File: src/hdl/sine_burst_sample_buffer_top_assert.svh
// assertion macros for the sample buffer rtl
// needs clock and reset in the scope of each use
`ifndef SINE_BURST_SAMPLE_BUFFER_TOP_ASSERT_SVH
`define SINE_BURST_SAMPLE_BUFFER_TOP_ASSERT_SVH

// condition implies consequence in the same cycle
`define SBSB_ASSERT_IMPLIES(lbl, ante, cons, msg) \
   lbl: assert property (@(posedge clock) disable iff (reset) (ante) |-> (cons)) \
      else $error(msg);

// condition implies consequence in the next cycle
`define SBSB_ASSERT_NEXT(lbl, ante, cons, msg) \
   lbl: assert property (@(posedge clock) disable iff (reset) (ante) |=> (cons)) \
      else $error(msg);

`endif

File: src/hdl/sbsb_pkg.sv
// types and constants of the sine burst sample buffer
// no dependencies
`timescale 1ns / 1ps
`default_nettype none
package sbsb_pkg;

   // request kinds as decoded by the front end
   localparam logic [1:0] KIND_APPEND = 2'd0;
   localparam logic [1:0] KIND_BURST  = 2'd1;
   localparam logic [1:0] KIND_READ   = 2'd2;
   localparam logic [1:0] KIND_NONE   = 2'd3;

   // result status codes
   localparam logic [1:0] STAT_OK    = 2'd0;
   localparam logic [1:0] STAT_RANGE = 2'd1;
   localparam logic [1:0] STAT_FULL  = 2'd2;

   localparam logic [15:0] SAMPLE_LIMIT = 16'd32767;
   localparam logic [63:0] HALF_PI_Q30  = 64'd1686629713;

   // one queued request
   typedef struct packed {
      logic [1:0]         kind;
      logic signed [16:0] sample_value;
      logic [15:0]        start_index;
      logic [16:0]        burst_length;
      logic [31:0]        phase_step;
      logic [15:0]        amplitude;
   } cmd_type;

endpackage
`default_nettype wire

File: src/hdl/sbsb_front.sv
// front end: accepts requests, decodes the action, two entry queue
// depends on sbsb_pkg
`timescale 1ns / 1ps
`default_nettype none
module sbsb_front (
   input  wire logic             clock,
   input  wire logic             reset,
   input  wire logic             req_tvalid,
   output logic                  req_tready,
   input  wire logic [1:0]       req_tuser,
   input  wire logic [103:0]     req_tdata,
   output sbsb_pkg::cmd_type     cmd,
   output logic                  cmd_valid,
   input  wire logic             cmd_pop
);
   import sbsb_pkg::*;

   cmd_type    q_ff [2];
   logic       wr_ptr_ff, wr_ptr_in;
   logic       rd_ptr_ff, rd_ptr_in;
   logic [1:0] count_ff, count_in;
   cmd_type    dec;
   logic       push;
   logic       pop;

   // decode the action into a request kind
   always_comb begin
      case (req_tuser)
         KIND_APPEND: dec.kind = KIND_APPEND;
         KIND_BURST:  dec.kind = KIND_BURST;
         KIND_READ:   dec.kind = KIND_READ;
         default:     dec.kind = KIND_NONE;
      endcase
      dec.sample_value = req_tdata[16:0];
      dec.start_index  = req_tdata[32:17];
      dec.burst_length = req_tdata[49:33];
      dec.phase_step   = req_tdata[81:50];
      dec.amplitude    = req_tdata[97:82];
   end

   assign req_tready = (count_ff != 2'd2);
   assign push       = req_tvalid && req_tready;
   assign cmd_valid  = (count_ff != 2'd0);
   assign pop        = cmd_pop && cmd_valid;
   assign cmd        = q_ff[rd_ptr_ff];

   // queue pointers
   always_comb begin
      wr_ptr_in = push ? ~wr_ptr_ff : wr_ptr_ff;
      rd_ptr_in = pop ? ~rd_ptr_ff : rd_ptr_ff;
      count_in  = count_ff + {1'b0, push} - {1'b0, pop};
   end

   always_ff @(posedge clock) begin
      if (reset) begin
         wr_ptr_ff <= 1'b0;
         rd_ptr_ff <= 1'b0;
         count_ff  <= 2'd0;
      end else begin
         wr_ptr_ff <= wr_ptr_in;
         rd_ptr_ff <= rd_ptr_in;
         count_ff  <= count_in;
      end
   end

   // queue storage
   always_ff @(posedge clock) begin
      if (push) begin
         q_ff[wr_ptr_ff] <= dec;
      end
   end
endmodule
`default_nettype wire

File: config.mk
export PLATFORM = sky130hd
export DESIGN_NAME = sbsb_front
export DESIGN_NICKNAME = d
export VERILOG_FILES = /design/src/hdl/sine_burst_sample_buffer_top_assert.svh /design/src/hdl/sbsb_pkg.sv /design/src/hdl/sbsb_front.sv
export SDC_FILE = /design/constraint.sdc
export NUM_CORES = 1
export LEC_CHECK = 0
export ABC_AREA = 1
export BUFFER_PORTS_ARGS = -buffer_cell sky130_fd_sc_hd__buf_2
export CORE_ASPECT_RATIO = 0.6
export CORE_MARGIN = 3
export CORE_UTILIZATION = 50
export DETAILED_ROUTE_END_ITERATION = 7
export GPL_ROUTABILITY_DRIVEN = 0
export HOLD_SLACK_MARGIN = 0.15
export PLACE_DENSITY = 0.76
export SLEW_MARGIN = 25
export SYNTH_ARGS = -nofsm -noshare
export SYNTH_HDL_FRONTEND = slang
export SYNTH_SLANG_ARGS = --single-unit
File: constraint.sdc
create_clock -name clock -period 5.9 [get_ports clock]
set_input_delay 0.295 -clock clock [delete_from_list [all_inputs] [get_ports clock]]
set_output_delay 0.295 -clock clock [all_outputs]
set_load 0.1 [all_outputs]
## Word level (Yosys, flattened, before mapping)

Memories as Yosys holds them, arrays and structs flattened. A register that Yosys moved wholly into a read port is not among the register bits.
Index checks and enable logic that the tools add are counted.

| word-level totals | value |
|---|---|
| memories kept | 1 |
| logic and storage cells | 20 |
| bits in registers | 4 |
| input bits | 110 |
| output and inout port bits | 102 |
| bits in writable memories | 200 |

Memory list:

| memory | depth | width | read ports | clocked after memory_dff | wr ports | RTL line | source |
|---|---|---|---|---|---|---|---|
| q_ff | 2 | 100 | 1 | 1 | 1 | sbsb_front.sv:18 | `cmd_type q_ff [2];` |

| operators by class | value |
|---|---|
| reductions and logical operators | 4 |
| bitwise logic cells | 2 |
| add/sub/neg operators | 2 |
| multiplexer cells | 5 |
| equal/unequal tests | 3 |

Operators by type and width:

| operator | number |
|---|---|
| $pmux W2 S3 | 1 |
| $mux W1 | 4 |
| $add A2 B1 Y2 | 1 |
| $eq A2 B1 Y1 const B | 1 |
| $eq A2 B2 Y1 const B | 1 |
| $logic_and A1 B1 Y1 | 2 |
| $logic_not A2 Y1 | 1 |
| $ne A2 B2 Y1 const B | 1 |
| $not A1 Y1 | 2 |
| $reduce_bool A2 Y1 | 1 |
| $sub A2 B1 Y2 | 1 |

## Longest topological paths before layout

Gate-level depths: netlist (run 1).

| depth | value |
|---|---|
| word-level depth | 4 |
| gate-level depth with buffers | 11 |
| mapped depth without buffers | 11 |

## Least setup slack after synthesis (run 1)

No wires, ideal clock.

| timing path | value |
|---|---|
| kind | reg-to-reg |
| start | register count_ff[0] |
| end | memory q_ff[0][0] in the netlist's numbering, enable pin |
| clock period less this slack | 6.011 ns |
| buffers on the path | 0 |
| path slack | -0.111 ns |
| library setup time | 0.560 ns |
| cell stages (with the launch flop) | 5 |
| required time | 5.340 ns |
| data arrival time | 5.451 ns |
| path through | dfxtp_1 > inv_1 > nand2_1 > nand2_1 > nor2_1 |

| between the ends | value |
|---|---|
| word-level cells in the longest chain between the ends | 4 |

RTL lines:

| element | RTL line | source |
|---|---|---|
| start: declaration | sbsb_front.sv:21 | `logic [1:0] count_ff, count_in;` |
| start signal: assignment | sbsb_front.sv:62 | `count_ff <= count_in;` |
| $ne A2 B2 Y1 | sbsb_front.sv:41 | `assign req_tready = (count_ff != 2'd2);` |
| net req_tready | sbsb_front.sv:9 | `output logic req_tready,` |
| $logic_and A1 B1 Y1 | sbsb_front.sv:42 | `assign push = req_tvalid && req_tready;` |
| $mux W1 | sbsb_front.sv:68 | `if (push) begin` |
| $mux W1 (not written as such) | sbsb_front.sv:69 | `q_ff[wr_ptr_ff] <= dec;` |
| end: declaration | sbsb_front.sv:18 |  |

The timed path passes the listed nets, and every way through them passes these cells.

==> results by group, run 1 <==
CTS
  – Clock transition time at the flip-flop clock pins of the worst setup and hold paths: roughly 0.06 ns
  – H-tree depth reported by CTS: 1
  – Number of buffers inserted for hold repair after clock tree synthesis: ~100
  – Buffer count from post-CTS setup fixing: 0
  – Inserted Clock Buffers: 20
  – CTS sink cnt: 205
  – Worst-skew pair later-pin latency: around 0.49 ns
  – Max clock buf depth: 3
  – Clock root buffer master: clkbuf_16
  – Quantity of gates resized following cts: 0
  – TritonCTS clock tree: yes

Synth
  – Cell count after synthesis: ~350
  – Sequential element share of the synthesized area: between 70% and 80%
  – Avg Cell Area, Syn: between 20 and 25 sq um
  – Yosys warning count: 0
  – Register bit count reported by yosys: between 200 and 250
  – Post-synthesis net count: roughly 460
  – Distinct cells, synth: 12
  – Area of the mapped netlist: about 0.0080 sq mm
  – Top cell type's share of synthesized area: between 70 and 80%
  – Library cell with the largest summed area after synthesis: edfxtp_1
  – Top cells by area in the synthesized netlist: edfxtp_1 75%, mux2_4 19%, buf_12 2.5%

Worst hold path
  – Hold-critical path depth: 3
  – Worst min-delay path startpoint: reset
  – Min-Delay Endpoint: count_ff[0]$_SDFF_PP0_
  – Worst min-delay path category: primary input to register

Power and ir drop
  – Power density of the placed cells: around 540 mW/mm^2
  – Post-route total power: around 0.0058 W
  – Peak supply drop: 0.000552 V
  – Leakage component of the power: 4.29 nW

Route
  – Via density per instance: roughly 4.9
  – DRC violation count after routing: 0
  – Detailed-route via count: 4317
  – Post-Route WL: between 15 and 20 mm
  – Routed length per instance: 18.6 um
  – Initial DRC count: between 300 and 400
  – First-pass iteration count of the detailed router: 4
  – Count of nets left with antenna violations after detail routing: 0

Cells and area
  – End-of-flow core utilization: between 60% and 70%
  – Layout net count: 784
  – Inserted Diodes: 0
  – Area Growth Syn to Fin: 34.9%
  – Share of post-route cells with drive strength above 1: ~50%
  – Final Instance Count excl. Fillers: about 900

Worst setup path
  – Data required time at the worst endpoint: between 5 and 6 ns
  – Arr. time, crit path: 2.66 ns
  – Slack of the worst reg-to-reg path: between 3 and 4 ns
  – Reg2reg end: q_ff[1][89]$_DFFE_PP_
  – Launching element type of the critical path: register
  – Setup crit end kind: output port
  – Reg-to-reg startpoint: count_ff[0]$_SDFF_PP0_
  – Depth of the most critical reg-to-reg path: 5
  – Worst-path fanout max: 38
  – WS Path Type: register to output port

Timing
  – Total of endpoints with negative setup slack in the final report: 0
  – Final period util: between 50% and 60%
  – Max Clock Freq: approximately 0.34 GHz
  – Count of final max-slew check failures: 0
  – Maximum clock skew at final layout: 0.0204 ns
  – Minimum clock period after layout: roughly 3.0 ns
  – Relative slew margins: 44.9%
  – Final hold violation count: 0
  – Transition time of the tightest slew-check pin: roughly 0.83 ns
  – Setup repair after global routing missed its margin: false
  – Sum of negative setup slack: 0 ns

Floorplan
  – Starting density of the core: around half
  – Floorplan core area: around 0.015 sq mm
  – Vertical extent of the die: between 100 and 150 um
  – Die ar.: between 0.015 and 0.02 sq mm
  – Number of placement rows: 35
  – Num ports: approximately 210
  – X dimension of the die: 169 um

Global route
  – Largest net degree at the start of global routing: 84
  – First-pass GRT wire length: roughly 26 mm
  – Number of global-route vias before repair: 4661
  – Total global routing track utilization: a little under a fifth
  – Leftover overflow at the end of global routing: 0
  – Number of antenna violations at the first check in global routing: 0

Outcome
  – Status: completed

Flow run
  – Max-Cap Viols: 0

Placement
  – Instance count after placement with tap cells included: 750
  – Buffers added on ports: ~210
  – Post-detailed-placement half-perimeter wirelength: 9.83 mm
synth_stat cells:
| cell type | instances |
|---|---|
| a21oi_1 | 2 |
| buf_12 | 10 |
| buf_6 | 1 |
| clkbuf_1 | 2 |
| dfxtp_1 | 5 |
| edfxtp_1 | 200 |
| ha_1 | 2 |
| inv_1 | 9 |
| mux2_4 | 100 |
| nand2_1 | 8 |
| nand3_1 | 3 |
| nor2_1 | 9 |
report_power, final:
group / switching (W) / total, W / internal, W
Combinational: 0.00201 / 0.00258 / 0.000572
Sequential: 0.0000936 / 0.00194 / 0.00185
Clock: 0.000522 / 0.00126 / 0.000735
state kept, by name, summed over array words and instances (netlist names), named ones only:
signal / cells
rd_ptr_ff: 1
q_ff: 200
wr_ptr_ff: 1
count_ff: 2
worst max-delay path, stage by stage (launching register included):
cell and delay [ns]:
dfxtp_4 0.73, buf_4 0.66, mux2_4 0.29, buf_2 0.42
how the worst max path moves through the flow:
stage / startpoint / to / slack, ns
floorplan: count_ff[0]$_SDFF_PP0_ / q_ff[0][0]$_DFFE_PP_ / 1.55
global placement: register / cmd[52] / 3.45
CTS: register / cmd[52] / 2.90
detailed placement: count_ff[0]$_SDFF_PP0_ / q_ff[0][10]$_DFFE_PP_ / 3.39
finish: register / cmd[77] / 2.95
global route: register / cmd[77] / 2.82
routing by layer:
layer	GRT usage, %	part of all wire [%]
met3	5.87	8.5
met2	31.4	48
met1	23.8	41
met4	4.23	2.2
met5	0	0
metrics by stage:
stage	setup slack, ns	hold slack, ns	cell area [sq um]
after global routing	2.82	0.511	10800
after global placement	3.45	0.469	9080
after detailed placement	3.39	0.477	9080
after floorplan	1.55	0.366	7980
final	2.95	0.521	10800
after CTS	2.90	0.503	10800
placed cells by master, fill, tap and decap left out, drive strengths merged:
master       Yosys  final
nand2            8      8
inv              9      9
nor2             9      9
dlygate4sd3      0    103
edfxtp         200    200
nand3            3      3
clkinvlp         0      3
mux2           100    100
clkinv           0      7
ha               2      2
dfxtp            5      5
a21oi            2      2
clkbuf           2     23
bufinv           0      2
buf             11    209
kinds of logic (layout without fill, tap and decap cells):
logic type,after synthesis,count (layout),synth area share [%]
buffers and inverters,22,356,3.17
adder cells (fa/ha/maj),2,2,0.314
AO/OA/AOI/OAI,2,2,0.126
flip-flops,205,205,76.6
multiplexers,100,100,18.8
AND/OR/NAND/NOR,20,20,0.988
layout make-up:
type,instances,area (sq um)
multi-input combinational,124,1620
inverter,9,36.3
timing repair buffer,312,2090
clock buffer,23,533
clock inverter,12,113
fill,987,4700
tap,203,254
sequential,205,6110
(Power assumes the default switching activity.)
==> run 2, diff against run 1 <==
--- a/config.mk
+++ b/config.mk
@@ -5,15 +5,15 @@
 export SDC_FILE = /design/constraint.sdc
 export NUM_CORES = 1
 export LEC_CHECK = 0
-export ABC_AREA = 1
+export ABC_AREA = 0
 export BUFFER_PORTS_ARGS = -buffer_cell sky130_fd_sc_hd__buf_2
 export CORE_ASPECT_RATIO = 0.6
 export CORE_MARGIN = 3
-export CORE_UTILIZATION = 50
+export CORE_UTILIZATION = 47
 export DETAILED_ROUTE_END_ITERATION = 7
 export GPL_ROUTABILITY_DRIVEN = 0
 export HOLD_SLACK_MARGIN = 0.15
-export PLACE_DENSITY = 0.76
+export PLACE_DENSITY = 0.75
 export SLEW_MARGIN = 25
 export SYNTH_ARGS = -nofsm -noshare
 export SYNTH_HDL_FRONTEND = slang
==> constraint.sdc (replaced) <==
create_clock -name clock -period 2.6 [get_ports clock]
set_input_delay 0.13 -clock clock [delete_from_list [all_inputs] [get_ports clock]]
set_output_delay 0.13 -clock clock [all_outputs]
set_load 0.1 [all_outputs]
==> run 2 against run 1 <==
First-iteration DRC count is 33% lower. Wire length down 5.6%. Utilization decreased by 3.6 points. Register-to-register slack got worse by 2.5 ns. Sequential share of layout area decreased by 0.32 points. Cell count up 1.8%. Highest routed layer unchanged.
==> results by group, run 2 <==
Global route
  – Total global routing track utilization: around 17%
  – Number of global-route vias before repair: 4671
  – Leftover overflow at the end of global routing: 0
  – Largest net degree at the start of global routing: 67
  – First-pass GRT wire length: between 20 and 25 mm
  – Number of antenna violations at the first check in global routing: 0

CTS
  – CTS sink cnt: between 200 and 250
  – Quantity of gates resized following cts: 0
  – Max clock buf depth: 3
  – Clock root buffer master: clkbuf_16
  – Worst-skew pair later-pin latency: approximately 0.48 ns
  – Clock transition time at the flip-flop clock pins of the worst setup and hold paths: approximately 0.06 ns
  – TritonCTS clock tree: yes
  – Buffer count from post-CTS setup fixing: 0
  – Inserted Clock Buffers: 20
  – H-tree depth reported by CTS: 1

Timing
  – Relative slew margins: about 57%
  – Maximum clock skew at final layout: between 0.01 and 0.015 ns
  – Setup repair after global routing missed its margin: false
  – Sum of negative setup slack: 0 ns
  – Final period util: 85.2%
  – Max Clock Freq: around 0.45 GHz
  – Count of final max-slew check failures: 0
  – Total of endpoints with negative setup slack in the final report: 0
  – Minimum clock period after layout: 2.22 ns
  – Transition time of the tightest slew-check pin: 0.642 ns
  – Final hold violation count: 0

Synth
  – Library cell with the largest summed area after synthesis: edfxtp_1
  – Dominant synthesized flop cell: edfxtp_1
  – Number of synthesized flops with an enable pin: 200
  – Leading post-synthesis cells by instance count: 200 x edfxtp_1, 100 x mux2_4, 10 x buf_12
  – Area of the mapped netlist: 0.00796 sq mm
  – Fraction of synthesis flops using an asynchronous set or reset pin: 0%
  – Dominant cell by count in the synthesized netlist: edfxtp_1
  – Avg Cell Area, Syn: between 20 and 25 sq um
  – Cell count after synthesis: between 300 and 400
  – Yosys warning count: 0
  – Distinct cells, synth: 20
  – Register bit count reported by yosys: 205
  – Sequential element share of the synthesized area: between 70% and 80%
  – Post-synthesis net count: 450
  – Top cells by area in the synthesized netlist: edfxtp_1 75%, mux2_4 19%, buf_12 2.5%
  – Top cell type's share of synthesized area: about three quarters

Worst setup path
  – CP delay by family, top: buffers and inverters
  – Series of cell instances along the critical path: buf_4, mux2_4, buf_2
  – Critical-path top delay cell: buf_4
  – Worst-path fanout max: 34
  – CP peak stage delay: roughly 0.51 ns
  – Buffers & Inverters on Critical Path: 2
  – Data required time at the worst endpoint: roughly 2.5 ns
  – Setup crit end kind: output port
  – Arr. time, crit path: between 2 and 2.5 ns
  – Launching element type of the critical path: register
  – WS Path Type: register to output port

Route
  – Routed length per instance: 17.3 um
  – Count of nets left with antenna violations after detail routing: 0
  – DRC violation count after routing: 0
  – First-pass iteration count of the detailed router: 5
  – Post-Route WL: 15.6 mm
  – Via density per instance: around 4.7
  – Initial DRC count: around 210
  – Detailed-route via count: 4204

Floorplan
  – Floorplan core area: ~0.016 sq mm
  – Die ar.: ~0.019 sq mm
  – Vertical extent of the die: about 110 um
  – X dimension of the die: roughly 170 um
  – Starting density of the core: between 40 and 50%
  – Number of placement rows: 36
  – Num ports: about 210

Flow run
  – Max-Cap Viols: 0

Cells and area
  – Final Instance Count excl. Fillers: 904
  – Biggest registers after layout: q_ff (200), count_ff (2)
  – Inserted Diodes: 0
  – Layout net count: about 770
  – Share of post-route cells with drive strength above 1: between 50% and 60%
  – Most frequent cells in the layout: 205 x buf_2, 200 x edfxtp_1, 104 x dlygate4sd3_1, 100 x mux2_4, 21 x clkbuf_16
  – Area Growth Syn to Fin: 36.0%
  – Final Cell Area: about 0.011 sq mm
  – Top register by number of flip-flops: q_ff
  – Most common library cell in the layout ignoring fill and taps: buf_2
  – Flip-flop count of the largest register after layout: 200

Worst hold path
  – Worst min-delay path category: primary input to register

Placement
  – Instance count after placement with tap cells included: between 700 and 800
  – Buffers added on ports: 205
  – Post-detailed-placement half-perimeter wirelength: 9.62 mm
  – Post-DP Area: ~0.0092 sq mm

Outcome
  – Status: completed
-- run 2: worst register-to-register path, delay by kind of cell (launching register included) --
kind	cells	cell delay (ns)
adder cells (fa/ha/maj)	2	0.46
AO/OA/AOI/OAI	1	0.26
XOR/XNOR	1	0.15
buffers and inverters	1	0.04
AND/OR/NAND/NOR	2	0.31
flip-flops	1	0.37
-- run 2: logic make-up after synthesis --
| kind of cell | share of synthesized area [%] |
|---|---|
| DFF | 76.7 |
| AOI/OAI and AO/OA | 0.0944 |
| buffers and inverters | 2.80 |
| and+or+nand+nor | 0.849 |
| adders and majority gates | 0.314 |
| muxes | 19.0 |
| xor gates and xnor gates | 0.220 |
-- run 2: path summary, 6_finish.rpt --
kind	startpoint	end	slack [ns]	depth (start not counted)
setup / recovery	register	cmd[22]	0.38	3
hold reg to reg	rd_ptr_ff$_SDFFE_PP0P_	rd_ptr_ff$_SDFFE_PP0P_	0.53	2
setup reg to reg	count_ff[1]$_SDFF_PP0_	count_ff[1]$_SDFF_PP0_	0.94	7
hold / removal	req_tuser[0]	q_ff[1][98]$_DFFE_PP_	0.37	2
-- run 2: timing repair --
item / in CTS / in global routing
setup endpoints to repair: 0 / 0
endpoints found under the hold margin: 205 / 0
hold buffers: 104 / 0
-- run 2: final cells by class --
class / instances / area [sq um]
multi-input combinational: 119 / 1660
sequential: 205 / 6110
timing repair buffer: 315 / 2150
clock buffer: 31 / 593
inverter: 1 / 3.75
tap: 228 / 285
fill: 1116 / 5570
clock inverter: 5 / 23.8
-- run 2: through the flow --
stage	hold slack [ns]	utilization, %	setup slack [ns]
detailed placement	0.321	55.9	0.867
finish	0.372	66.0	0.385
floorplan	0.194	-	-0.0786
CTS	0.350	66.0	0.340
global route	0.358	66.0	0.278
global placement	0.317	55.9	0.876
-- run 2: layer usage --
metal  up-vias  wire, um  track usage [%]
li1       1978         -                -
met1      2052      6620             20.9
met2       150      7340             28.2
met3        24      1310             6.26
met4         0       330             3.84
met5         -         0                0
Power of run 2 is not shown: default switching activity piles up to over one toggle a cycle in this logic, so the estimate is an artifact.
